===== src/rtl/core/lifn_ram.sv =====
`default_nettype none

module lifn_ram #(
    parameter int WIDTH = 32,
    parameter int DEPTH = 16
) (
    input  logic                                      clk,
    input  logic                                      wr_en,
    input  logic [(DEPTH > 1 ? $clog2(DEPTH) : 1)-1:0] wr_addr,
    input  logic [WIDTH-1:0]                          wr_data,
    input  logic                                      rd_en,
    input  logic [(DEPTH > 1 ? $clog2(DEPTH) : 1)-1:0] rd_addr,
    output logic [WIDTH-1:0]                          rd_data
);

    logic [WIDTH-1:0] mem [DEPTH];
    logic [WIDTH-1:0] rd_data_reg;

    // One write port, one registered read port
    always_ff @(posedge clk)
    begin
        if (wr_en)
        begin
            mem[wr_addr] <= wr_data;
        end
        if (rd_en)
        begin
            rd_data_reg <= mem[rd_addr];
        end
    end

    assign rd_data = rd_data_reg;

endmodule

`default_nettype wire


===== config.mk =====
export PLATFORM = sky130hd
export DESIGN_NAME = lifn_ram
export DESIGN_NICKNAME = d
export VERILOG_FILES = /design/src/rtl/core/lifn_ram.sv
export SDC_FILE = /design/constraint.sdc
export NUM_CORES = 1
export LEC_CHECK = 0
export ABC_AREA = 1
export BUFFER_PORTS_ARGS = -buffer_cell sky130_fd_sc_hd__buf_4
export CAP_MARGIN = 15
export CORE_ASPECT_RATIO = 0.5
export CORE_UTILIZATION = 25
export DETAILED_ROUTE_END_ITERATION = 10
export PLACE_DENSITY = 0.39
export SYNTH_ARGS = -nofsm -noshare
export SYNTH_HDL_FRONTEND = slang
export SYNTH_SLANG_ARGS = --single-unit

===== constraint.sdc =====
create_clock -name clk -period 4.2 [get_ports clk]
set_input_delay 0.84 -clock clk [delete_from_list [all_inputs] [get_ports clk]]
set_output_delay 0.84 -clock clk [all_outputs]
set_load 0.02 [all_outputs]

== Word level (Yosys, flattened, before mapping) ==
Memory sizes are Yosys's and may differ from the RTL's. A register that Yosys moved wholly into a read port is not among the register bits.
Index checks and enable logic that the tools add are counted.

* Bits in writable memories: 512
* Bits of input ports: 43
* Memories kept: 1
* Flip-flop bits (word level): 0

{| class="wikitable"
|+ Memory list
! name !! depth !! bits a word !! read ports !! clocked after Yosys merged registers in !! wr ports !! line !! text
|-
| mem || 16 || 32 || 1 || 1 || 1 || 16 || <nowiki>logic [WIDTH-1:0] mem [DEPTH];</nowiki>
|}

* Multiplexer cells: 2

{| class="wikitable"
|+ Operator list
! cell !! count
|-
| $mux 1 || 2
|}

== Longest topological paths before layout ==
Gate-level depths: netlist (run 1).

* Depth in word-level cells: 2
* Gate-level depth with buffers: 10

== Worst setup path after synthesis (run 1) ==
OpenSTA, ideal clock, no wires.

* Path type: input-to-reg
* Start point: input port wr_addr[2] in the netlist's numbering
* End point: memory mem[10][0], enable pin
* Arrival: 2412 ps
* Setup time: 421 ps
* Stages: 2
* Required time: 3779 ps
* Path buffers: 0
* Path slack: 1367 ps
* Cells stage by stage: nand3b_1 > nor2_1

{| class="wikitable"
|+ RTL lines
! what !! line !! text
|-
| start, declared || 9 || <nowiki>input logic [(DEPTH > 1 ? $clog2(DEPTH) : 1)-1:0] wr_addr,</nowiki>
|-
| end, declared || 16 ||
|}

Straight into the memory's write port.

==> results of run 1 <==
[cell usage in the layout, fill, tap and decap left out, drive strengths merged]
cell and instances:
clkinvlp 1, nand3 385, nand2 677, bufinv 4, buf 112, inv 389, edfxtp 544, clkbuf 68
nor2 17, nand3b 2, clkinv 34
[area by class of cell]
cell class	instances	share of cell area
Inverter	390	0.0550
Multi-Input combinational cell	1081	0.174
Clock buffer	67	0.0554
Clock inverter	38	0.0104
Timing Repair Buffer	113	0.0384
Tap cell	1240	0.0578
Sequential cell	544	0.609
[critical path, stage by stage]
cell,delay [ns]
clkbuf_8,0.29
inv_8,0.52
buf_4,0.44
nand2_1,0.09
nand3_1,0.10
nand3_1,0.09
nand3_1,0.17
nand2_1,0.10
[cells by family (layout without fill, tap and decap cells)]
family,count (synthesis),after routing,synth area share
flops,544,544,0.709
simple gates,1081,1081,0.197
buf+inv,495,608,0.0941
[how the worst min path moves through the flow]
stage | from | end | slack (ns) | cells past startpoint
final | wr_data[14] | mem[3][14] | 0.52 | 1
after global routing | wr_data[30] | mem[8][30] | 0.51 | 1
after CTS | wr_data[14] | mem[5][14] | 0.48 | 1
after detailed placement | mem[10][3] | rd_data[3] | 0.73 | 6
after global placement | mem[10][11] | rd_data[11] | 0.72 | 6
after floorplan | mem[10][0] | rd_data[0] | 0.68 | 6
[power by group]
group          internal (mW)  switching [mW]
registers               6.12          0.0346
logic                  0.217           0.548
clock network           2.75            2.17
[through the flow]
step / setup WS [ns] / util
floorplan: 1.37 / -
global placement: 1.11 / 0.276
detailed placement: 1.13 / 0.276
CTS: 1.81 / 0.295
global route: 1.67 / 0.295
finish: 1.79 / 0.295
[layer usage]
| metal | global-route usage | vias up | wire length (um) | part of all wire |
|---|---|---|---|---|
| li1 | - | 7007 | - | - |
| met1 | 0.188 | 7042 | 30500 | 0.48 |
| met2 | 0.229 | 170 | 30100 | 0.47 |
| met3 | 0.0207 | 77 | 2030 | 0.032 |
| met4 | 0.0332 | 0 | 1180 | 0.018 |
| met5 | 0 | - | 0 | 0 |
==> impl_metrics.yaml, run 1 <==
grt:
  grt_pass1_vias: 14400
  grt_max_degree: 129
  grt_usage: 0.138
  grt_pass1_wl_um: 95900
  gr-total-overflow: 0
  antenna_found_initial: 0
routing:
  firstDrtPassIters: 5
  drt-total-wl_um: 63900
  drc: 0
  wl_per_cell_um: 18.4
  vias: 14300
  drt-initial-drc-count: 906
  post_drt_via_cell_ratio: 4.12
  ant_nets: 0
sta:
  finalCritPeriodShare: 0.574
  holdWs_ns: 0.524
  fin_skew_ns: 0.0231
  relSlewSlack: 0.362
  worst_pin_slew_ns: 0.954
  drv_slew: 0
  final.min_clock_period_ns: 2.41
  timing_hold_violations_final: 0
  rsz0062_at_grt: "no"
  setup_violations: 0
  clock.fmax_mhz: 415
  tns_ns: 0
synthesis:
  synth_edf_count: 544
  synth-seq-cells: 544
  synthFlopType: "edfxtp_1"
  avgSynthCellArea_um2: 10.9
  synth_top_area_share: 0.709
  syn_nets: 2163
  synth_cell_types: 14
  yosysSeqAreaShare: 0.709
  synth.area.top_cells: "edfxtp_1, nand2_1, nand3_1"
  yosysMostFrequentCell: "nand2_1"
  async_flop_share: 0
  netlist_instances: 2120
  synth_top_area_cell: "edfxtp_1"
  ys_warn_count: 0
  synth_commonest_cells: "nand2_1, edfxtp_1, inv_1"
  netlist_area_um2: 23100
layout:
  final_cell_area_um2: 26800
  multiInputGateArea_um2: 4670
  fin_nets: 2230
  drive_above_1_share: 0.0940
  antenna_cells: 0
  fillers: 9445
  largest_register_ffs: 512
  layoutNonFillerInstCount: 3473
  seq_area_um2: 16300
  syn_to_final_growth_pct: 16.4
clock_tree:
  cts_tree: "done"
  cts_buffers: 57
  clockBufferDepth: 3
  cts_sinks: 544
  cts_setup_buffers: 0
  hold_buffers: 0
  htree_levels: 2
  clkTransAtPathRegs_ns: 0.06
  root_buffer: "clkbuf_16"
  cts.repair.resized: 0
  clk-insertion-delay-late_ns: 0.63
die:
  rows: 78
  core_area_um2: 91000
  die_w_um: 431
  start_util: 0.253
  io_pins: 75
  dieArea_um2: 93500
  die_h_um: 217
job:
  cap_violations: 0
setup_path:
  endpoint: "rd_data[23]"
  reg2reg_slack_ns: 3.01
  cp.required_ns: 4.56
  rr_worst_depth: 6
  worstPathArrival_ns: 2.78
  start_kind: "input pin"
  endpoint_kind: "flop"
  reg2reg_from: "mem[15][23]"
  crit-reg2reg-capture: "rd_data[23]"
  critPathMaxFanout: 92
  worstSetupStartpoint: "rd_addr[0]"
  path_class: "input pin to flop"
placement:
  gp_congestion: 0.706
  hpwlAfterDp_um: 32000
  io_buffers: 74
  placed_cells: 3368
  placed_area_um2: 25100
power:
  peakVddDrop_mv: 0.290
  p_leak_nw: 11.0
  powerDensity_nw_per_um2: 441
  finalPower_mw: 11.8
worst_hold_path:
  timing.hold.worst.class: "input pin to flop"
status:
  status: "finished clean"
Note: power is estimated with default switching activity, not from simulation.
==> inputs of run 2 (changes only) <==
--- a/config.mk
+++ b/config.mk
@@ -11,7 +11,7 @@
 export CORE_ASPECT_RATIO = 0.5
 export CORE_UTILIZATION = 25
 export DETAILED_ROUTE_END_ITERATION = 10
-export PLACE_DENSITY = 0.39
+export PLACE_DENSITY = 0.4
 export SYNTH_ARGS = -nofsm -noshare
 export SYNTH_HDL_FRONTEND = slang
 export SYNTH_SLANG_ARGS = --single-unit
==> constraint.sdc (replaced) <==
create_clock -name clk -period 2.2 [get_ports clk]
set_input_delay 0.44 -clock clk [delete_from_list [all_inputs] [get_ports clk]]
set_output_delay 0.44 -clock clk [all_outputs]
set_load 0.02 [all_outputs]
==> impl_metrics.yaml, run 2 (synthesis gave the netlist of run 1 again) <==
status:
  status: "finished clean"
setup_path:
  worst-path-buf-inv: 1
  worstPathArrival_ns: 1.30
  worstPathCellList: "buf_4"
  critPathMaxFanout: 1
  endpoint_kind: "output port"
  start_kind: "flop"
  critPathMaxStageDelay_ns: 0.47
  path_class: "flop to output port"
  cp.required_ns: 1.76
  cp_top_family: "flip-flops"
  crit_slowest_cell: "edfxtp_1"
grt:
  grt_usage: 0.136
  grt_pass1_wl_um: 95100
  antenna_found_initial: 0
  gr-total-overflow: 0
  grt_pass1_vias: 14200
  grt_max_degree: 77
placement:
  dp_slack_ns: 0.248
  placed_area_um2: 25500
  io_buffers: 74
  gp_congestion: 0.723
  hpwlAfterDp_um: 34600
sta:
  fin_skew_ns: 0.0140
  final.min_clock_period_ns: 1.74
  worst_pin_slew_ns: 0.701
  finalWorstSetupSlack_ns: 0.462
  clock.fmax_mhz: 575
  drv_slew: 0
  setup_violations: 0
  relSlewSlack: 0.533
  finalCritPeriodShare: 0.790
  timing_hold_violations_final: 0
  rsz0062_at_grt: "no"
power:
  seqPwrFrac: 0.527
  peakVddDrop_mv: 0.536
  swShare: 0.231
  clkPwrFrac: 0.403
  finalPower_mw: 22.3
  powerDensity_nw_per_um2: 819
  p_switching_mw: 5.14
  combPwrFrac: 0.070
  p_int_mw: 17.1
  p_leak_nw: 11.1
layout:
  fin_nets: 2251
  final_util: 0.299
  antenna_cells: 0
  multiInputGateArea_um2: 4670
  final_cell_area_um2: 27200
  largest_register_ffs: 512
  seq_area_um2: 16300
  fillers: 9431
  syn_to_final_growth_pct: 18.0
  final_cell_mix: "nand2_1, edfxtp_1, inv_1"
  final_common_cell: "nand2_1"
  drive_above_1_share: 0.0986
clock_tree:
  root_buffer: "clkbuf_16"
  cts_sinks: 544
  cts_setup_buffers: 0
  cts_buffers: 56
  clk-insertion-delay-late_ns: 0.62
  clockBufferDepth: 3
  htree_levels: 2
  clkTransAtPathRegs_ns: 0.06
  cts_tree: "done"
  cts.repair.resized: 0
  hold_buffers: 0
die:
  io_pins: 75
  start_util: 0.253
  rows: 78
  die_h_um: 217
  core_area_um2: 91000
  dieArea_um2: 93500
  die_w_um: 431
routing:
  firstDrtPassIters: 5
  drc: 0
  ant_nets: 0
  drt-initial-drc-count: 831
  drt-total-wl_um: 63200
  vias: 14400
  wl_per_cell_um: 18.1
  post_drt_via_cell_ratio: 4.12
worst_hold_path:
  timing.hold.worst.class: "input pin to flop"
job:
  cap_violations: 0
run 2: cell types whose count changed in the layout (fill, tap and decap cells not counted), sizes merged:
cell and change:
clkinvlp -1, inv +2, buf +22, clkinv -11
bufinv -2, clkbuf +8
run 2: layout make-up:
cell class	count	area share
inverters	390	0.0542
multi-input cells	1081	0.172
clock buffers	75	0.0549
clock inverters	26	0.00630
well taps	1240	0.0570
repair buffers	135	0.0554
flip-flops and latches	544	0.601
run 2: through the flow:
step                instances  setup TNS (ns)  hold slack (ns)
finish                   3491               0            0.130
global route             3491               0            0.105
CTS                      3491               0           0.0775
detailed placement       3390               0            0.714
global placement         3390               0            0.717
floorplan                2120          -74.35            0.539
run 2: final timing paths:
| path | start | endpoint | slack (ns) | cells past startpoint |
|---|---|---|---|---|
| max | rd_data[11] | rd_data[11] | 0.46 | 1 |
| min | wr_data[3] | mem[5][3] | 0.13 | 1 |
| max reg2reg | mem[5][4] | rd_data[4] | 1.05 | 6 |
| min reg2reg | mem[10][7] | rd_data[7] | 0.73 | 6 |
run 2: layer usage:
metal	up-vias	global-route usage	wire length, um
li1	7061	-	-
met1	7054	0.185	30200
met2	195	0.228	29800
met3	77	0.0200	2020
met4	0	0.0331	1130
met5	-	0	0
run 2: power groups by stage:
stage / Clock, mW / Sequential (mW) / Combinational, mW
6_report: 8.97 / 11.7 / 1.56
3_3_place_gp: 0 / 12.0 / 1.60
4_1_cts: 9.29 / 11.7 / 1.60
3_5_place_dp: 0 / 12.0 / 1.60
2_1_floorplan: 0 / 12.0 / 0.793
5_1_grt: 9.63 / 11.8 / 1.74
==> inputs of run 3 (changes only) <==
--- a/config.mk
+++ b/config.mk
@@ -11,7 +11,7 @@
 export CORE_ASPECT_RATIO = 0.5
 export CORE_UTILIZATION = 25
 export DETAILED_ROUTE_END_ITERATION = 10
-export PLACE_DENSITY = 0.4
+export PLACE_DENSITY = 0.39
 export SYNTH_ARGS = -nofsm -noshare
 export SYNTH_HDL_FRONTEND = slang
 export SYNTH_SLANG_ARGS = --single-unit
==> constraint.sdc (replaced) <==
create_clock -name clk -period 1.65 [get_ports clk]
set_input_delay 0.33 -clock clk [delete_from_list [all_inputs] [get_ports clk]]
set_output_delay 0.33 -clock clk [all_outputs]
set_load 0.02 [all_outputs]
==> impl_metrics.yaml, run 3 (synthesis gave the netlist of run 1 again) <==
die:
  dieArea_um2: 93500
  die_h_um: 217
  die_w_um: 431
  io_pins: 75
  start_util: 0.253
  core_area_um2: 91000
  rows: 78
grt:
  grt_usage: 0.139
  antenna_found_initial: 0
  grt_max_degree: 53
  grt_pass1_vias: 14400
  gr-total-overflow: 0
  grt_pass1_wl_um: 96600
layout:
  fin_nets: 2308
  syn_to_final_growth_pct: 21.0
  fillers: 9365
  antenna_cells: 0
  layoutNonFillerInstCount: 3542
  final_cell_mix: "nand2_1, edfxtp_1, inv_1"
  final_common_cell: "nand2_1"
  largest_register_ffs: 512
  drive_above_1_share: 0.112
routing:
  drc: 0
  wl_per_cell_um: 18.3
  vias: 14600
  firstDrtPassIters: 5
  drt-total-wl_um: 64700
  post_drt_via_cell_ratio: 4.13
  drt-initial-drc-count: 1018
  ant_nets: 0
sta:
  setup_violations: 0
  finalCritPeriodShare: 0.981
  relSlewSlack: 0.734
  fin_skew_ns: 0.0119
  worst_pin_slew_ns: 0.398
  final.min_clock_period_ns: 1.62
  timing_hold_violations_final: 0
  rsz0062_at_grt: "yes"
  drv_slew: 0
  clock.fmax_mhz: 618
  holdWs_ns: 0.0412
power:
  clkPwrFrac: 0.405
  p_leak_nw: 11.5
  combPwrFrac: 0.074
  p_int_mw: 23.0
  seqPwrFrac: 0.521
  p_switching_mw: 6.98
  peakVddDrop_mv: 0.800
  swShare: 0.232
  powerDensity_nw_per_um2: 1080
setup_path:
  cp.required_ns: 1.32
  endpoint_kind: "output port"
  worst-path-stages: 1
  crit_slowest_cell: "edfxtp_1"
  critPathMaxStageDelay_ns: 0.47
  critPathMaxFanout: 1
  cp_top_family: "flip-flops"
  rr_worst_depth: 6
  path_class: "flop to output port"
  start_kind: "flop"
  worstPathArrival_ns: 1.29
  worst-path-buf-inv: 1
  worstPathCellList: "buf_4"
worst_hold_path:
  timing.hold.worst.class: "input pin to flop"
  hold_depth: 1
placement:
  gp_congestion: 0.735
  io_buffers: 74
  hpwlAfterDp_um: 35600
  placed_cells: 3422
status:
  status: "finished clean"
clock_tree:
  root_buffer: "clkbuf_16"
  htree_levels: 2
  clk-insertion-delay-late_ns: 0.62
  clkTransAtPathRegs_ns: 0.06
  cts_sinks: 544
  clockBufferDepth: 3
  cts_tree: "done"
  cts_buffers: 57
  cts_setup_buffers: 0
job:
  cap_violations: 0
[run 3: worst reg2reg max path, cell delays in order (launching register included)]
cell and delay [ns]:
edfxtp_1 0.36, inv_1 0.06, nand2_1 0.05, nand3_1 0.08, nand3_1 0.11, nand3_1 0.11
nand2_1 0.09
[run 3: final cells by class]
cell class / instances / area (um2) / share of cell area
clock buffers: 66 / 1460 / 0.0523
clock inverters: 30 / 213 / 0.00762
inverters: 390 / 1480 / 0.0529
multi-input cells: 1081 / 4670 / 0.167
flip-flops and latches: 544 / 16300 / 0.585
well taps: 1240 / 1550 / 0.0556
repair buffers: 191 / 2200 / 0.0788
[run 3: layer usage]
metal / track usage / wire, um
met5: 0 / 0
met4: 0.0325 / 1150
met3: 0.0190 / 2170
met2: 0.223 / 29600
met1: 0.199 / 31700
[run 3: power by group through the flow]
stage	clock (mW)	combinational (mW)	sequential, mW
6_report	12.2	2.21	15.7
5_1_grt	13.0	2.45	15.7
4_1_cts	12.5	2.27	15.7
3_5_place_dp	0	2.21	16.0
3_3_place_gp	0	2.22	16.0
2_1_floorplan	0	1.06	16.0
[run 3: final timing paths]
check	startpoint	to	slack, ns
worst max-delay path	rd_data[15]	rd_data[15]	0.03
worst min-delay path	wr_data[19]	mem[0][19]	0.04
worst min register to register	mem[10][27]	rd_data[27]	0.72
worst max register to register	mem[0][14]	rd_data[14]	0.55
[run 3: timing repair]
| item | CTS | global route |
|---|---|---|
| hold buffers | 24 | 0 |
| endpoints found under the hold margin | 334 | 0 |
| resized for setup | 3 | 0 |
| setup endpoints to repair | 3 | 1 |
[run 3: per-stage QoR]
stage          utilization  total power, mW  setup WS, ns  setup TNS (ns)  instance area (um2)
3_5_place_dp         0.286             18.2       0.00466               0                26000
4_1_cts              0.307             30.5       -0.0163         -0.0163                27900
5_1_grt              0.307             31.1       -0.0118         -0.0118                27900
2_1_floorplan            -             17.1        -0.213          -89.92                23100
6_report             0.307             30.0        0.0320               0                27900
3_3_place_gp         0.286             18.2      -0.00881        -0.00881                26000
