### config.mk
export PLATFORM = sky130hd
export DESIGN_NAME = lifn_seq
export DESIGN_NICKNAME = d
export VERILOG_FILES = /design/src/rtl/core/lifn_pkg.sv /design/src/rtl/core/lifn_seq.sv
export SDC_FILE = /design/constraint.sdc
export NUM_CORES = 1
export LEC_CHECK = 0
export BUFFER_PORTS_ARGS = -buffer_cell sky130_fd_sc_hd__clkbuf_2
export CAP_MARGIN = 20
export CORE_AREA = 10 10 198 200
export CTS_CLUSTER_SIZE = 30
export DETAILED_ROUTE_END_ITERATION = 12
export DIE_AREA = 0 0 208 210
export PLACE_DENSITY = 0.69
export SLEW_MARGIN = 40
export SYNTH_ARGS = -nofsm -noshare
export SYNTH_HDL_FRONTEND = slang
export SYNTH_SLANG_ARGS = --single-unit
export TNS_END_PERCENT = 100
### constraint.sdc
create_clock -name clk -period 6.9 [get_ports clk]
set_input_delay 0 -clock clk [delete_from_list [all_inputs] [get_ports clk]]
set_output_delay 0 -clock clk [all_outputs]
set_load 0.03 [all_outputs]
### src/rtl/core/lifn_pkg.sv
`default_nettype none

package lifn_pkg;

    // Field widths
    localparam int DATA_W    = 32;
    localparam int DECAY_W   = 17;
    localparam int GAIN_W    = 31;
    localparam int REFR_W    = 10;
    localparam int DELAY_W   = 4;
    localparam int STEPIN_W  = 5;
    localparam int CFG_IDX_W = 3;
    localparam int FRAC_W    = 16;

    // Datapath widths: signed 32 x unsigned 31 product, and the exact four-term sum
    localparam int PROD_W = 63;
    localparam int ACC_W  = 49;

    // Refractory counter ceiling (all ones)
    localparam logic [REFR_W-1:0] REFR_CEIL = '1;

    // Input operation codes
    localparam logic OP_ADVANCE = 1'b0;
    localparam logic OP_SPIKE   = 1'b1;

    // Configuration register indexes
    localparam logic [CFG_IDX_W-1:0] REG_DECAY     = 3'd0;
    localparam logic [CFG_IDX_W-1:0] REG_GAIN      = 3'd1;
    localparam logic [CFG_IDX_W-1:0] REG_CURRENT   = 3'd2;
    localparam logic [CFG_IDX_W-1:0] REG_EXTERIOR  = 3'd3;
    localparam logic [CFG_IDX_W-1:0] REG_THRESHOLD = 3'd4;
    localparam logic [CFG_IDX_W-1:0] REG_REFR      = 3'd5;
    localparam logic [CFG_IDX_W-1:0] REG_DELAY     = 3'd6;

    typedef struct packed {
        logic        [DECAY_W-1:0] decay_factor;
        logic        [GAIN_W-1:0]  drive_gain;
        logic signed [DATA_W-1:0]  inj_current;
        logic signed [DATA_W-1:0]  ext_input;
        logic signed [DATA_W-1:0]  fire_threshold;
        logic        [REFR_W-1:0]  refractory_steps;
        logic        [DELAY_W-1:0] spike_delay;
    } cfg_t;

    localparam cfg_t CFG_RESET = '{
        decay_factor:      17'd65208,
        drive_gain:        31'd6554,
        inj_current:       32'sd0,
        ext_input:         32'sd0,
        fire_threshold:    32'sd1310720,
        refractory_steps:  10'd20,
        spike_delay:       4'd15
    };

    // Accumulator operations of the shared multiply-add unit
    typedef enum logic [2:0] {
        ALU_HOLD,
        ALU_LOAD,
        ALU_ADD,
        ALU_LOAD_PROD,
        ALU_ADD_PROD
    } alu_op_t;

    typedef struct packed {
        alu_op_t op;
        logic    mul_en;
    } alu_ctrl_t;

    typedef enum logic [3:0] {
        ST_IDLE,
        ST_STEP,
        ST_MUL2,
        ST_ACC_DRIVE,
        ST_ACC_RING,
        ST_ACC_EXT,
        ST_SAT,
        ST_SPK_MOD,
        ST_SPK_LOAD,
        ST_SPK_ADD,
        ST_SPK_WRITE,
        ST_DONE
    } seq_state_t;

endpackage

`default_nettype wire

### src/rtl/core/lifn_seq.sv
`default_nettype none

module lifn_seq #(
    parameter int RING_DEPTH      = 16,
    parameter int RESET_POTENTIAL = 0,
    parameter int MAX_STEPS       = 16
) (
    input  logic                                   clk,
    input  logic                                   rst_n,
    input  lifn_pkg::cfg_t                         cfg,
    // input words
    input  logic                                   in_valid,
    output logic                                   in_stall,
    input  logic                                   operation,
    input  logic [lifn_pkg::STEPIN_W-1:0]          step_count,
    input  logic [lifn_pkg::DATA_W-1:0]            sender_clock,
    input  logic signed [lifn_pkg::DATA_W-1:0]     strength,
    // result words
    output logic                                   out_valid,
    input  logic                                   out_stall,
    output logic                                   spiked,
    output logic signed [lifn_pkg::DATA_W-1:0]     potential,
    output logic                                   refractory,
    output logic [lifn_pkg::DATA_W-1:0]            fire_total,
    output logic [lifn_pkg::DATA_W-1:0]            step_clock,
    // shared multiply-add unit
    output lifn_pkg::alu_ctrl_t                    alu_ctrl,
    output logic signed [lifn_pkg::DATA_W-1:0]     mul_a,
    output logic [lifn_pkg::GAIN_W-1:0]            mul_b,
    output logic signed [lifn_pkg::DATA_W-1:0]     add_in,
    input  logic signed [lifn_pkg::DATA_W-1:0]     sat_out,
    // delay ring memory
    output logic                                   ram_wr_en,
    output logic [$clog2(RING_DEPTH)-1:0]          ram_wr_addr,
    output logic [lifn_pkg::DATA_W-1:0]            ram_wr_data,
    output logic                                   ram_rd_en,
    output logic [$clog2(RING_DEPTH)-1:0]          ram_rd_addr,
    input  logic [lifn_pkg::DATA_W-1:0]            ram_rd_data
);

    import lifn_pkg::*;

    localparam int IDX_W    = $clog2(RING_DEPTH);
    localparam int STEP_MAX = (MAX_STEPS < 31) ? MAX_STEPS : 31;
    localparam int CNT_W    = $clog2(STEP_MAX + 1);
    localparam int TGT_W    = $clog2(2 * RING_DEPTH + 16);

    localparam logic [IDX_W-1:0]    IDX_LAST   = IDX_W'(RING_DEPTH - 1);
    localparam logic [TGT_W-1:0]    TGT_DEPTH  = TGT_W'(RING_DEPTH);
    localparam logic [STEPIN_W-1:0] STEP_CLAMP = STEPIN_W'(STEP_MAX);
    localparam logic [CNT_W-1:0]    CNT_ONE    = CNT_W'(1);
    localparam logic signed [DATA_W-1:0] POT_RESET = DATA_W'(RESET_POTENTIAL);

    seq_state_t                state_reg, state_next;
    logic signed [DATA_W-1:0]  membrane_reg, membrane_next;
    logic [RING_DEPTH-1:0]     ring_valid_reg, ring_valid_next;
    logic [IDX_W-1:0]          ring_index_reg, ring_index_next;
    logic                      in_refr_reg, in_refr_next;
    logic [REFR_W-1:0]         refr_cnt_reg, refr_cnt_next;
    logic [DATA_W-1:0]         local_steps_reg, local_steps_next;
    logic [DATA_W-1:0]         fire_cnt_reg, fire_cnt_next;
    logic                      fired_reg, fired_next;
    logic [CNT_W-1:0]          steps_left_reg, steps_left_next;
    logic                      rd_valid_reg, rd_valid_next;
    logic [TGT_W-1:0]          tgt_reg, tgt_next;
    logic signed [DATA_W-1:0]  strength_reg, strength_next;

    logic [STEPIN_W-1:0]       step_clamped;
    logic [IDX_W-1:0]          idx_adv;
    logic [REFR_W-1:0]         refr_inc;
    logic                      last_step;
    logic                      same_step;
    logic signed [DATA_W-1:0]  ring_val;

    // Helpers
    assign step_clamped = (step_count > STEP_CLAMP) ? STEP_CLAMP : step_count;
    assign idx_adv      = (ring_index_reg == IDX_LAST) ? '0 : ring_index_reg + 1'b1;
    assign refr_inc     = (refr_cnt_reg == REFR_CEIL) ? refr_cnt_reg : refr_cnt_reg + 1'b1;
    assign last_step    = (steps_left_reg == CNT_ONE);
    assign same_step    = (sender_clock == local_steps_reg);
    // Slot never written since reset or since it was consumed reads as zero
    assign ring_val     = rd_valid_reg ? $signed(ram_rd_data) : '0;

    // Control and neuron state
    always_ff @(posedge clk or negedge rst_n)
    begin
        if (!rst_n)
        begin
            state_reg       <= ST_IDLE;
            membrane_reg    <= POT_RESET;
            ring_valid_reg  <= '0;
            ring_index_reg  <= '0;
            in_refr_reg     <= 1'b0;
            refr_cnt_reg    <= '0;
            local_steps_reg <= '0;
            fire_cnt_reg    <= '0;
            fired_reg       <= 1'b0;
            steps_left_reg  <= '0;
            rd_valid_reg    <= 1'b0;
        end
        else
        begin
            state_reg       <= state_next;
            membrane_reg    <= membrane_next;
            ring_valid_reg  <= ring_valid_next;
            ring_index_reg  <= ring_index_next;
            in_refr_reg     <= in_refr_next;
            refr_cnt_reg    <= refr_cnt_next;
            local_steps_reg <= local_steps_next;
            fire_cnt_reg    <= fire_cnt_next;
            fired_reg       <= fired_next;
            steps_left_reg  <= steps_left_next;
            rd_valid_reg    <= rd_valid_next;
        end
    end

    // Spike word payload
    always_ff @(posedge clk)
    begin
        tgt_reg      <= tgt_next;
        strength_reg <= strength_next;
    end

    // Sequencer
    always_comb
    begin
        state_next       = state_reg;
        membrane_next    = membrane_reg;
        ring_valid_next  = ring_valid_reg;
        ring_index_next  = ring_index_reg;
        in_refr_next     = in_refr_reg;
        refr_cnt_next    = refr_cnt_reg;
        local_steps_next = local_steps_reg;
        fire_cnt_next    = fire_cnt_reg;
        fired_next       = fired_reg;
        steps_left_next  = steps_left_reg;
        tgt_next         = tgt_reg;
        strength_next    = strength_reg;

        alu_ctrl.op     = ALU_HOLD;
        alu_ctrl.mul_en = 1'b0;
        mul_a           = membrane_reg;
        mul_b           = GAIN_W'(cfg.decay_factor);
        add_in          = ring_val;

        ram_wr_en   = 1'b0;
        ram_wr_addr = tgt_reg[IDX_W-1:0];
        ram_wr_data = sat_out;
        ram_rd_en   = 1'b0;
        ram_rd_addr = ring_index_reg;

        case (state_reg)
            ST_IDLE:
            begin
                if (in_valid)
                begin
                    fired_next = 1'b0;
                    if (operation == OP_ADVANCE)
                    begin
                        steps_left_next = CNT_W'(step_clamped);
                        state_next = (step_clamped == '0) ? ST_DONE : ST_STEP;
                    end
                    else
                    begin
                        strength_next = strength;
                        tgt_next = TGT_W'(ring_index_reg) + TGT_W'(cfg.spike_delay)
                                 + TGT_DEPTH - TGT_W'(same_step);
                        state_next = ST_SPK_MOD;
                    end
                end
            end

            // One neuron step: refractory, fire, or start integrating
            ST_STEP:
            begin
                if (in_refr_reg)
                begin
                    refr_cnt_next = refr_inc;
                    if (refr_inc > cfg.refractory_steps)
                    begin
                        in_refr_next = 1'b0;
                    end
                    membrane_next    = '0;
                    local_steps_next = local_steps_reg + 1'b1;
                    steps_left_next  = steps_left_reg - 1'b1;
                    state_next       = last_step ? ST_DONE : ST_STEP;
                end
                else if (membrane_reg > cfg.fire_threshold)
                begin
                    in_refr_next    = 1'b1;
                    refr_cnt_next   = '0;
                    fire_cnt_next   = fire_cnt_reg + 1'b1;
                    fired_next      = 1'b1;
                    ring_valid_next[ring_index_reg] = 1'b0;
                    ring_index_next = idx_adv;
                    membrane_next    = '0;
                    local_steps_next = local_steps_reg + 1'b1;
                    steps_left_next  = steps_left_reg - 1'b1;
                    state_next       = last_step ? ST_DONE : ST_STEP;
                end
                else
                begin
                    // decay product, and fetch the current slot
                    ram_rd_en       = 1'b1;
                    alu_ctrl.mul_en = 1'b1;
                    state_next      = ST_MUL2;
                end
            end

            ST_MUL2:
            begin
                alu_ctrl.op     = ALU_LOAD_PROD;
                alu_ctrl.mul_en = 1'b1;
                mul_a           = cfg.inj_current;
                mul_b           = cfg.drive_gain;
                state_next      = ST_ACC_DRIVE;
            end

            ST_ACC_DRIVE:
            begin
                alu_ctrl.op = ALU_ADD_PROD;
                state_next  = ST_ACC_RING;
            end

            ST_ACC_RING:
            begin
                alu_ctrl.op = ALU_ADD;
                add_in      = ring_val;
                state_next  = ST_ACC_EXT;
            end

            ST_ACC_EXT:
            begin
                alu_ctrl.op = ALU_ADD;
                add_in      = cfg.ext_input;
                state_next  = ST_SAT;
            end

            // Commit integrated potential, consume the slot
            ST_SAT:
            begin
                membrane_next    = sat_out;
                ring_valid_next[ring_index_reg] = 1'b0;
                ring_index_next  = idx_adv;
                local_steps_next = local_steps_reg + 1'b1;
                steps_left_next  = steps_left_reg - 1'b1;
                state_next       = last_step ? ST_DONE : ST_STEP;
            end

            // Reduce target slot modulo ring depth, then fetch it
            ST_SPK_MOD:
            begin
                if (tgt_reg >= TGT_DEPTH)
                begin
                    tgt_next = tgt_reg - TGT_DEPTH;
                end
                else
                begin
                    ram_rd_en   = 1'b1;
                    ram_rd_addr = tgt_reg[IDX_W-1:0];
                    state_next  = ST_SPK_LOAD;
                end
            end

            ST_SPK_LOAD:
            begin
                alu_ctrl.op = ALU_LOAD;
                add_in      = ring_val;
                state_next  = ST_SPK_ADD;
            end

            ST_SPK_ADD:
            begin
                alu_ctrl.op = ALU_ADD;
                add_in      = strength_reg;
                state_next  = ST_SPK_WRITE;
            end

            ST_SPK_WRITE:
            begin
                ram_wr_en  = 1'b1;
                ring_valid_next[tgt_reg[IDX_W-1:0]] = 1'b1;
                state_next = ST_DONE;
            end

            ST_DONE:
            begin
                if (!out_stall)
                begin
                    state_next = ST_IDLE;
                end
            end

            default:
            begin
                state_next = ST_IDLE;
            end
        endcase

        rd_valid_next = ram_rd_en ? ring_valid_reg[ram_rd_addr] : rd_valid_reg;
    end

    // Handshake and result word
    assign in_stall   = (state_reg != ST_IDLE);
    assign out_valid  = (state_reg == ST_DONE);
    assign spiked     = fired_reg;
    assign potential  = membrane_reg;
    assign refractory = in_refr_reg;
    assign fire_total = fire_cnt_reg;
    assign step_clock = local_steps_reg;

endmodule

`default_nettype wire

### Yosys cells after proc, flatten, opt, wreduce, memory -nomap -nowiden

Index checks and enable logic that the tools add are counted.

* latch bits: 0
* memories: 0
* memory bits (read-only): 0
* output and inout port bits: 241
* bits in writable memories: 0
* input bits: 296
* register bits: 176

* multipliers: 0
* equality and inequality tests: 24
* shift-type cells: 0
* reductions and logical operators: 22
* multiplexer cells: 61
* $lt $le $gt $ge: 9
* add/sub/neg operators: 9
* divide/modulo/power cells: 0
* bitwise gates (word level): 4

Operator list (count)
* 32-bit two-way mux: 6
* 32-bit case mux with 2 select lines: 3
* 32-bit by 1-bit adder with 32-bit output (second input constant): 2
* 4-bit two-way mux: 13
* 16-bit case mux with 3 select lines: 1
* 4-bit case mux with 12 select lines: 1
* 32-bit equality test: 1
* 32-bit > comparator: 1
* 16-bit two-way mux: 2
* 31-bit two-way mux: 1
* 10-bit two-way mux: 3
* 5-bit two-way mux: 5
* 4-bit equality test (second input constant): 5
* 6-bit two-way mux: 3
* 16-bit bitwise AND: 1
* 4-bit by 3-bit equality test with 1-bit output (second input constant): 4
* 2-bit != test (second input constant): 8
* 16-bit inverter: 1
* 16-bit bitwise OR: 1
* 4-bit by 5-bit < comparator with 1-bit output (second input constant): 3
* 5-bit case mux with 3 select lines: 1
* 3-bit AND reduction: 5
* 1-bit two-way mux: 13
* 3-bit case mux with 4 select lines: 1
* other kinds (31): 44

### Longest topological paths before layout

Gate-level depths: netlist (run 1).

* word-level depth: 9
* mapped depth: 13
* mapped depth without buffers: 13

### Worst setup path after synthesis (run 1)

OpenSTA, ideal clock, no wires.

* path kind: register to register
* start: register membrane_reg[30], in the netlist potential[30]
* end: register rd_valid_reg
* stages on the path, launching flop included: 10
* required time: 6.775 ns
* arrival: 3.429 ns
* path buffers: 0
* slack: 3.346 ns
* period minus slack after synthesis: 3.554 ns
* path through: dfrtp_1 ha_1 a21oi_1 nand2_1 a221o_1 a211o_1 o21ai_0 a21oi_1 o21ai_0 mux2_2

* cells in the longest elaborated chain, start to end: 4

RTL lines
* from (decl): RTL line lifn_seq.sv:55 `logic signed [DATA_W-1:0] membrane_reg, membrane_next;`
* from (signal assigned): RTL line lifn_seq.sv:104 `membrane_reg <= membrane_next;`
* 32-bit > comparator: RTL line lifn_seq.sv:188 `else if (membrane_reg > cfg.fire_threshold)`
* 1-bit two-way mux: RTL line lifn_seq.sv:188
* 1-bit two-way mux: RTL line lifn_seq.sv:176 `if (in_refr_reg)`
* 1-bit case mux with 2 select lines: RTL line lifn_seq.sv:152 `case (state_reg)`
* net ram_rd_en: RTL line lifn_seq.sv:36 `output logic ram_rd_en,`
* to (signal assigned): RTL line lifn_seq.sv:113 `rd_valid_reg <= rd_valid_next;`
* to (decl): RTL line lifn_seq.sv:64 `logic rd_valid_reg, rd_valid_next;`

The timed path passes the listed nets, and every way through them passes these cells.
A chain may end at the register's enable or synchronous reset.

### Final worst setup path (run 1)

* start: register membrane_reg[1], in the netlist potential[1]
* end: register state_reg[3]

* cells in the longest elaborated chain, start to end: 4

RTL lines
* 32-bit > comparator: RTL line lifn_seq.sv:188
* 4-bit two-way mux: RTL line lifn_seq.sv:188
* 4-bit two-way mux: RTL line lifn_seq.sv:176
* 4-bit case mux with 12 select lines: RTL line lifn_seq.sv:152
* to (signal assigned): RTL line lifn_seq.sv:103 `state_reg <= state_next;`
* to (decl): RTL line lifn_seq.sv:54 `seq_state_t state_reg, state_next;`

No other way between the ends.

==> reports/metrics.yaml, run 1 <==
run_status:
  status: "complete, no violations"
logic_synthesis:
  synth_top_area_cell: "dfrtp_1"
  ys_async_sr_fraction: 0.784
  yosysTopAreaCellShare: 0.312
  synth_area_leaders: "dfrtp_1, edfxtp_1, ha_1"
  yosys.area_share.simple: 0.164
  synthAdderAreaFrac: 0.0696
  postSynthCellCount: 1165
  synthXorXnorAreaFrac: 0.0822
  syn_area_um2: 11100
  synth-edff-count: 38
  synth_nets: 1522
  postSynthAreaPerCell_um2: 9.51
  synth_mux_area_frac: 0.0698
  yosysUniqueCellTypes: 67
  synth_warnings: 0
  synth_most_common_cell: "dfrtp_1"
  ys_seq_area_frac: 0.415
  synth_top_family_by_area: "simple AND/OR/NAND/NOR gates"
  synth_ff_type: "dfrtp_1"
  synth_common_cells: "dfrtp_1, nand2_1, inv_1"
  ys_ff_latch: 176
  synth_compound_area_frac: 0.122
setup_path:
  cp-end-kind: "flop"
  critPathMaxFanout: 15
  reg2reg_to: "state_reg[3]"
  cp.required_ns: 7.23
  crit_type: "flop to flop"
  start_kind: "flop"
  r2r-start: "potential[1]"
  arrival_ns: 4.31
  reg2reg_slack_ns: 2.92
  rr_worst_depth: 12
timing:
  rsz0062_at_grt: "no"
  fin_skew_ns: 0.0155
  finalHoldViolCount: 0
  max_freq_ghz: 0.251
  maxSlewViolCount: 0
  fin_hold_ws_ns: 0.0263
  setup_viol: 0
  timing.final.ws_setup_ns: 2.92
  fin_tns_setup_ns: 0
  tightest_slew_ns: 0.782
  finalCriticalPeriod_ns: 3.98
  layout_worst_path_cycle_share: 0.577
  max-slew-margin-rel: 0.469
detailed_routing:
  drtIter0Drc: 967
  dr.pass1.iters: 12
  dr_wl_met3_um: 3280
  m1WireLength_um: 19500
  drc: 0
  wl_um: 47000
  via_per_inst: 5.04
  wl_met2_um: 23500
  ant_nets: 0
  routed.top_layer: "met5"
  vias: 11100
  wl_per_cell_um: 21.3
cts:
  clk_path_buf_depth: 2
  clkSlewWorstSetupHoldPaths_ns: 0.08
  ctsHoldBuffers: 77
  root_buffer: "clkbuf_16"
  clk_latency_ns: 0.45
  cts_num_sinks: 176
  numCtsBuffers: 17
  cts_resized: 0
  cts_tree: "built"
  cts_setup_buffers: 0
  cts_max_level: 4
floorplanning:
  fp.dieH_um: 210
  die_x_um: 208
  fp.dieArea_um2: 43700
  core-area_um2: 35200
  ios: 537
  initial_core_util: 0.314
  rows: 69
power:
  p_per_area_nw_per_um2: 345
  p_leak_nw: 8.20
  ir_drop_mv: 0.272
worst_hold_path:
  worst_hold_path_type: "primary input to flop"
  worstHoldPathCells: 4
  hold_path_startpoint: "cfg[4]"
  min_to: "refractory"
placed_design:
  io_buffer_count: 536
  pre_cts_ws_ns: 3.00
  globalplace.congestion: 0.943
  dp_hpwl_um: 37900
global_route:
  track_usage: 0.207
  grt_pass1_vias: 11600
  grt_antenna_before_repair: 6
  grt_max_degree: 76
  grt_remaining_overflow: 0
  grt_pass1_wl_um: 71200
cells_and_area:
  fill_cells: 3475
  multiInputGateArea_um2: 5670
  drive_gt1_frac: 0.378
  final_nets: 2086
  area_growth_pct: 39.1
  register_area_um2: 4590
flow_run:
  cap_violations: 0
==> area by class of cell <==
class,count,share of cell area
Clock inverter,14,0.0104
Tap cell,461,0.0374
Timing Repair Buffer,623,0.230
Inverter,109,0.0266
Clock buffer,18,0.0292
Antenna cell,5,0.000812
Multi-Input combinational cell,802,0.368
Sequential cell,176,0.298
==> how the worst max path moves through the flow <==
stage / startpoint / endpoint / slack, ns / depth (start not counted)
after floorplan: potential[30] / rd_valid_reg / 3.35 / 9
after global placement: potential[31] / potential[9] / 2.68 / 8
after detailed placement: potential[30] / potential[4] / 3.00 / 8
after CTS: potential[1] / state_reg[3] / 2.61 / 12
after global routing: potential[1] / state_reg[3] / 2.72 / 12
final: potential[1] / state_reg[3] / 2.92 / 12
==> kinds of logic (layout without fill, tap and decap cells) <==
group	Yosys count	in the layout
other	0	5
AO/OA/AOI/OAI	203	203
flip-flops	176	176
adder cells (fa/ha/maj)	61	61
multiplexers	69	69
AND/OR/NAND/NOR	365	365
XOR/XNOR	104	104
buffers and inverters	187	764
==> cells in the final DEF, fill, tap and decap left out, drive strengths merged, types with 20 or more instances in the layout <==
cell,count
dfrtp,138
edfxtp,38
nand3,31
a21oi,48
xor2,82
o21ai,64
dlygate4sd3,77
ha,60
nor2,75
nor3,29
xnor2,22
nand2,122
a222oi,33
clkbuf,553
and3,28
mux2,53
nand4,20
inv,117
==> metrics by stage <==
step | cell area (µm²) | utilization | total power [mW] | std cells
floorplan | 11100 | - | 3.39 | 1165
global placement | 14000 | 0.397 | 4.23 | 2094
detailed placement | 14000 | 0.397 | 4.28 | 2094
CTS | 15400 | 0.437 | 5.37 | 2203
global route | 15400 | 0.437 | 5.68 | 2208
finish | 15400 | 0.437 | 5.32 | 2208
==> per-layer routing <==
metal	track usage	vias to the layer above
met5	0	-
li1	-	5218
met4	0.0575	2
met1	0.258	5422
met3	0.0482	46
met2	0.354	451
==> power by group <==
part / switching, mW / internal [mW]
sequential: 0.239 / 1.26
combinational: 1.89 / 0.918
clock: 0.502 / 0.511
total: 2.63 / 2.69
==> critical path, stage by stage (launching register included) <==
cell and delay, ns:
dfrtp_1 0.42, ha_1 0.31, nor2b_1 0.13, o211ai_1 0.16
a2111oi_0 0.12, buf_4 0.15, o41a_1 0.40, o21ai_0 0.56
a211oi_4 0.21, nor2_4 0.48, o221a_2 0.29, o2bb2ai_1 0.05
dlygate4sd3_1 0.57
Note: power is estimated with default switching activity, not from simulation.
==> run 2, diff against run 1 <==
--- a/config.mk
+++ b/config.mk
@@ -5,13 +5,14 @@
 export SDC_FILE = /design/constraint.sdc
 export NUM_CORES = 1
 export LEC_CHECK = 0
+export ABC_AREA = 1
 export BUFFER_PORTS_ARGS = -buffer_cell sky130_fd_sc_hd__clkbuf_2
 export CAP_MARGIN = 20
-export CORE_AREA = 10 10 198 200
+export CORE_AREA = 10 10 202 204
 export CTS_CLUSTER_SIZE = 30
 export DETAILED_ROUTE_END_ITERATION = 12
-export DIE_AREA = 0 0 208 210
-export PLACE_DENSITY = 0.69
+export DIE_AREA = 0 0 212 214
+export PLACE_DENSITY = 0.72
 export SLEW_MARGIN = 40
 export SYNTH_ARGS = -nofsm -noshare
 export SYNTH_HDL_FRONTEND = slang
==> constraint.sdc (replaced) <==
create_clock -name clk -period 4.1 [get_ports clk]
set_input_delay 0 -clock clk [delete_from_list [all_inputs] [get_ports clk]]
set_output_delay 0 -clock clk [all_outputs]
set_load 0.03 [all_outputs]
==> run 2 against run 1 <==
Net effect: combinational power up 120%; fmax up 23%; cell count up 25%; count of clock-buffer cells in the layout down 1; largest cell class unchanged; largest power group unchanged; global-route usage up 1.6 points.
==> reports/metrics.yaml, run 2 <==
run_status:
  status: "complete, no violations"
cts:
  cts_resized: 0  # unchanged
  numCtsBuffers: 17  # unchanged
  clk_path_buf_depth: 2  # unchanged
  root_buffer: "clkbuf_16"
  cts_tree: "built"
  clkSlewWorstSetupHoldPaths_ns: 0.08  # about the same
  cts_num_sinks: 176  # unchanged
  cts_setup_buffers: 0  # unchanged
  clk_latency_ns: 0.46  # about the same
  cts_max_level: 4  # unchanged
detailed_routing:
  vias: 13800  # +24%
  ant_nets: 0  # unchanged
  wl_per_cell_um: 18.8  # -12%
  wl_um: 51900  # +10%
  dr.pass1.iters: 6  # -6
  drtIter0Drc: 1199  # +24%
  drc: 0  # unchanged
  via_per_inst: 4.98  # -1.2%
placed_design:
  dp_hpwl_um: 42000  # +11%
  io_buffer_count: 536  # unchanged
  globalplace.congestion: 0.962  # +2.0%
  pre_cts_ws_ns: 0.938  # -2.06 ns
timing:
  fin_skew_ns: 0.0207  # +0.00518 ns
  rsz0062_at_grt: "no"
  tightest_slew_ns: 0.797  # +0.0153 ns
  timing.final.ws_setup_ns: 0.851  # -2.07 ns
  max-slew-margin-rel: 0.467  # -0.00112
  finalCriticalPeriod_ns: 3.25  # -0.733 ns
  setup_viol: 0  # unchanged
  maxSlewViolCount: 0  # unchanged
  finalHoldViolCount: 0  # unchanged
  fin_tns_setup_ns: 0  # unchanged
  max_freq_ghz: 0.308  # +23%
  layout_worst_path_cycle_share: 0.792  # +0.215
floorplanning:
  rows: 71  # +2.9%
  fp.dieArea_um2: 45400  # +3.9%
  die_x_um: 212  # +1.9%
  fp.dieH_um: 214  # +1.9%
  initial_core_util: 0.338  # +0.0237
  ios: 537  # unchanged
  core-area_um2: 37000  # +5.2%
cells_and_area:
  drive_gt1_frac: 0.278  # -0.0993
  final_nets: 2628  # +26%
  final_common_cell: "clkbuf_2"
  layout_common_cells: "clkbuf_2, nand2_1, inv_1"
  area_growth_pct: 33.4
logic_synthesis:
  synth_ff_type: "dfrtp_1"
  syn_area_um2: 12500  # +13%
  synth_most_common_cell: "nand2_1"
  yosysUniqueCellTypes: 49  # -27%
  yosysTopAreaCellShare: 0.276  # -0.0361
  postSynthCellCount: 1718  # +47%
  postSynthAreaPerCell_um2: 7.29  # -23%
  synth_top_area_cell: "dfrtp_1"
  synth-edff-count: 38  # unchanged
  synth_common_cells: "nand2_1, inv_1, nor2_1"
  ys_seq_area_frac: 0.367  # -0.0481
  synth_nets: 2075  # +36%
  ys_ff_latch: 176  # unchanged
  synth_warnings: 0  # unchanged
  synth_area_leaders: "dfrtp_1, nand2_1, edfxtp_1"
  ys_async_sr_fraction: 0.784  # unchanged
global_route:
  grt_pass1_vias: 13800  # +19%
  track_usage: 0.223  # +0.0156
  grt_remaining_overflow: 0  # unchanged
  grt_antenna_before_repair: 5  # -1
  grt_max_degree: 82  # +7.9%
  grt_pass1_wl_um: 79600  # +12%
power:
  p_per_area_nw_per_um2: 641  # +86%
  p_leak_nw: 8.77  # +6.9%
  ir_drop_mv: 0.370  # +36%
setup_path:
  cp.required_ns: 4.42  # -2.81 ns
  critPathTopFamily: "simple AND/OR/NAND/NOR gates"
  path_cells: "ha_1, inv_1, nor3_1, nand4_1, nor2_2, nand2_2, nand4_1, xor2_1, inv_1, ha_1, nand2_1, nor2_1, nand4_1, nor2_1, a211oi_1, nor3_1, a21oi_1"
  arrival_ns: 3.57  # -0.74 ns
  cp-end-kind: "flop"
  max_stage_delay_ns: 0.39  # -0.18 ns
  crit_buf_inv: 2  # unchanged
  cp_slowest_cell: "dfrtp_1"
  critPathMaxFanout: 8  # -7
  crit_type: "flop to flop"
  start_kind: "flop"
  path_common_cell: "nand4_1"
worst_hold_path:
  worst_hold_path_type: "primary input to flop"
flow_run:
  cap_violations: 0  # unchanged
==> run 2: changes by cell type in the layout (fill, tap and decap cells not counted), moves of 28 or more <==
cell      previous run  this run
a222oi_1            33         0
and3_1              28         0
inv_1              109       236
mux2_2              53        17
nand2_1            122       402
nand3_1             30       121
nor2_1              69       158
o21ai_0             61       117
o21ai_1              2        37
==> run 2: metal layers <==
| layer | global-route usage | vias to the layer above | wire, µm |
|---|---|---|---|
| li1 | - | 6654 | - |
| met4 | 0.0475 | 2 | 826 |
| met3 | 0.0664 | 62 | 4450 |
| met1 | 0.294 | 6528 | 22500 |
| met5 | 0 | - | 13 |
| met2 | 0.353 | 531 | 24100 |
==> run 2: layout make-up <==
class | count | area [µm²]
well taps | 474 | 593
diodes | 6 | 15.0
multi-input cells | 1208 | 6480
flip-flops and latches | 176 | 4600
clock inverters | 15 | 149
fillers | 3731 | 20300
repair buffers | 625 | 3540
inverters | 243 | 912
clock buffers | 17 | 425
==> run 2: tightest hold or removal path, cell delays in order <==
cell and delay [ns]:
clkbuf_2 0.07, inv_1 0.04, nor2_1 0.19, o31ai_1 0.09, nand2_1 0.06
==> run 2: cells by family after synthesis <==
logic type,Yosys count,share of synthesized area
flip-flops,176,0.367
multiplexers,17,0.0153
adder cells (fa/ha/maj),61,0.0615
AND/OR/NAND/NOR,800,0.275
XOR/XNOR,79,0.0558
AO/OA/AOI/OAI,251,0.108
buffers and inverters,334,0.118
==> run 2: power by group <==
part / total [mW] / switching, mW / internal, mW / leakage (nW)
clock: 1.63 / 0.823 / 0.806 / 0.268
sequential: 2.83 / 0.553 / 2.28 / 2.18
combinational: 6.26 / 4.50 / 1.76 / 6.32
total: 10.7 / 5.87 / 4.84 / 8.77
==> run 2: through the flow <==
stage | std cells | hold WS (ns) | total power, mW | utilization | area (µm²)
6_report | 2764 | 0.0391 | 10.7 | 0.451 | 16700
4_1_cts | 2758 | 0.0204 | 10.8 | 0.451 | 16700
5_1_grt | 2761 | 0.0404 | 11.5 | 0.451 | 16700
3_3_place_gp | 2652 | 0.122 | 8.92 | 0.415 | 15400
2_1_floorplan | 1718 | -0.296 | 7.06 | - | 12500
3_5_place_dp | 2652 | 0.127 | 9.01 | 0.415 | 15400
==> run 2: timing repair <==
item / 4_1_cts / 5_1_grt
hold buffers: 74 / 0
hold endpoints to repair: 151 / 0
setup endpoints to repair: 0 / 0
==> run 2: final timing paths <==
kind / from / end / slack (ns) / cells past startpoint
worst max-delay path: refr_cnt_reg[0] / refractory / 0.85 / 17
worst min-delay path: operation / state_reg[2] / 0.04 / 5
worst max register to register: refr_cnt_reg[0] / refractory / 0.85 / 17
worst min register to register: spiked / spiked / 0.51 / 2
max in group asynchronous: rst_n / refr_cnt_reg[4] / 2.95 / 3
min in group asynchronous: rst_n / step_clock[25] / 0.15 / 2
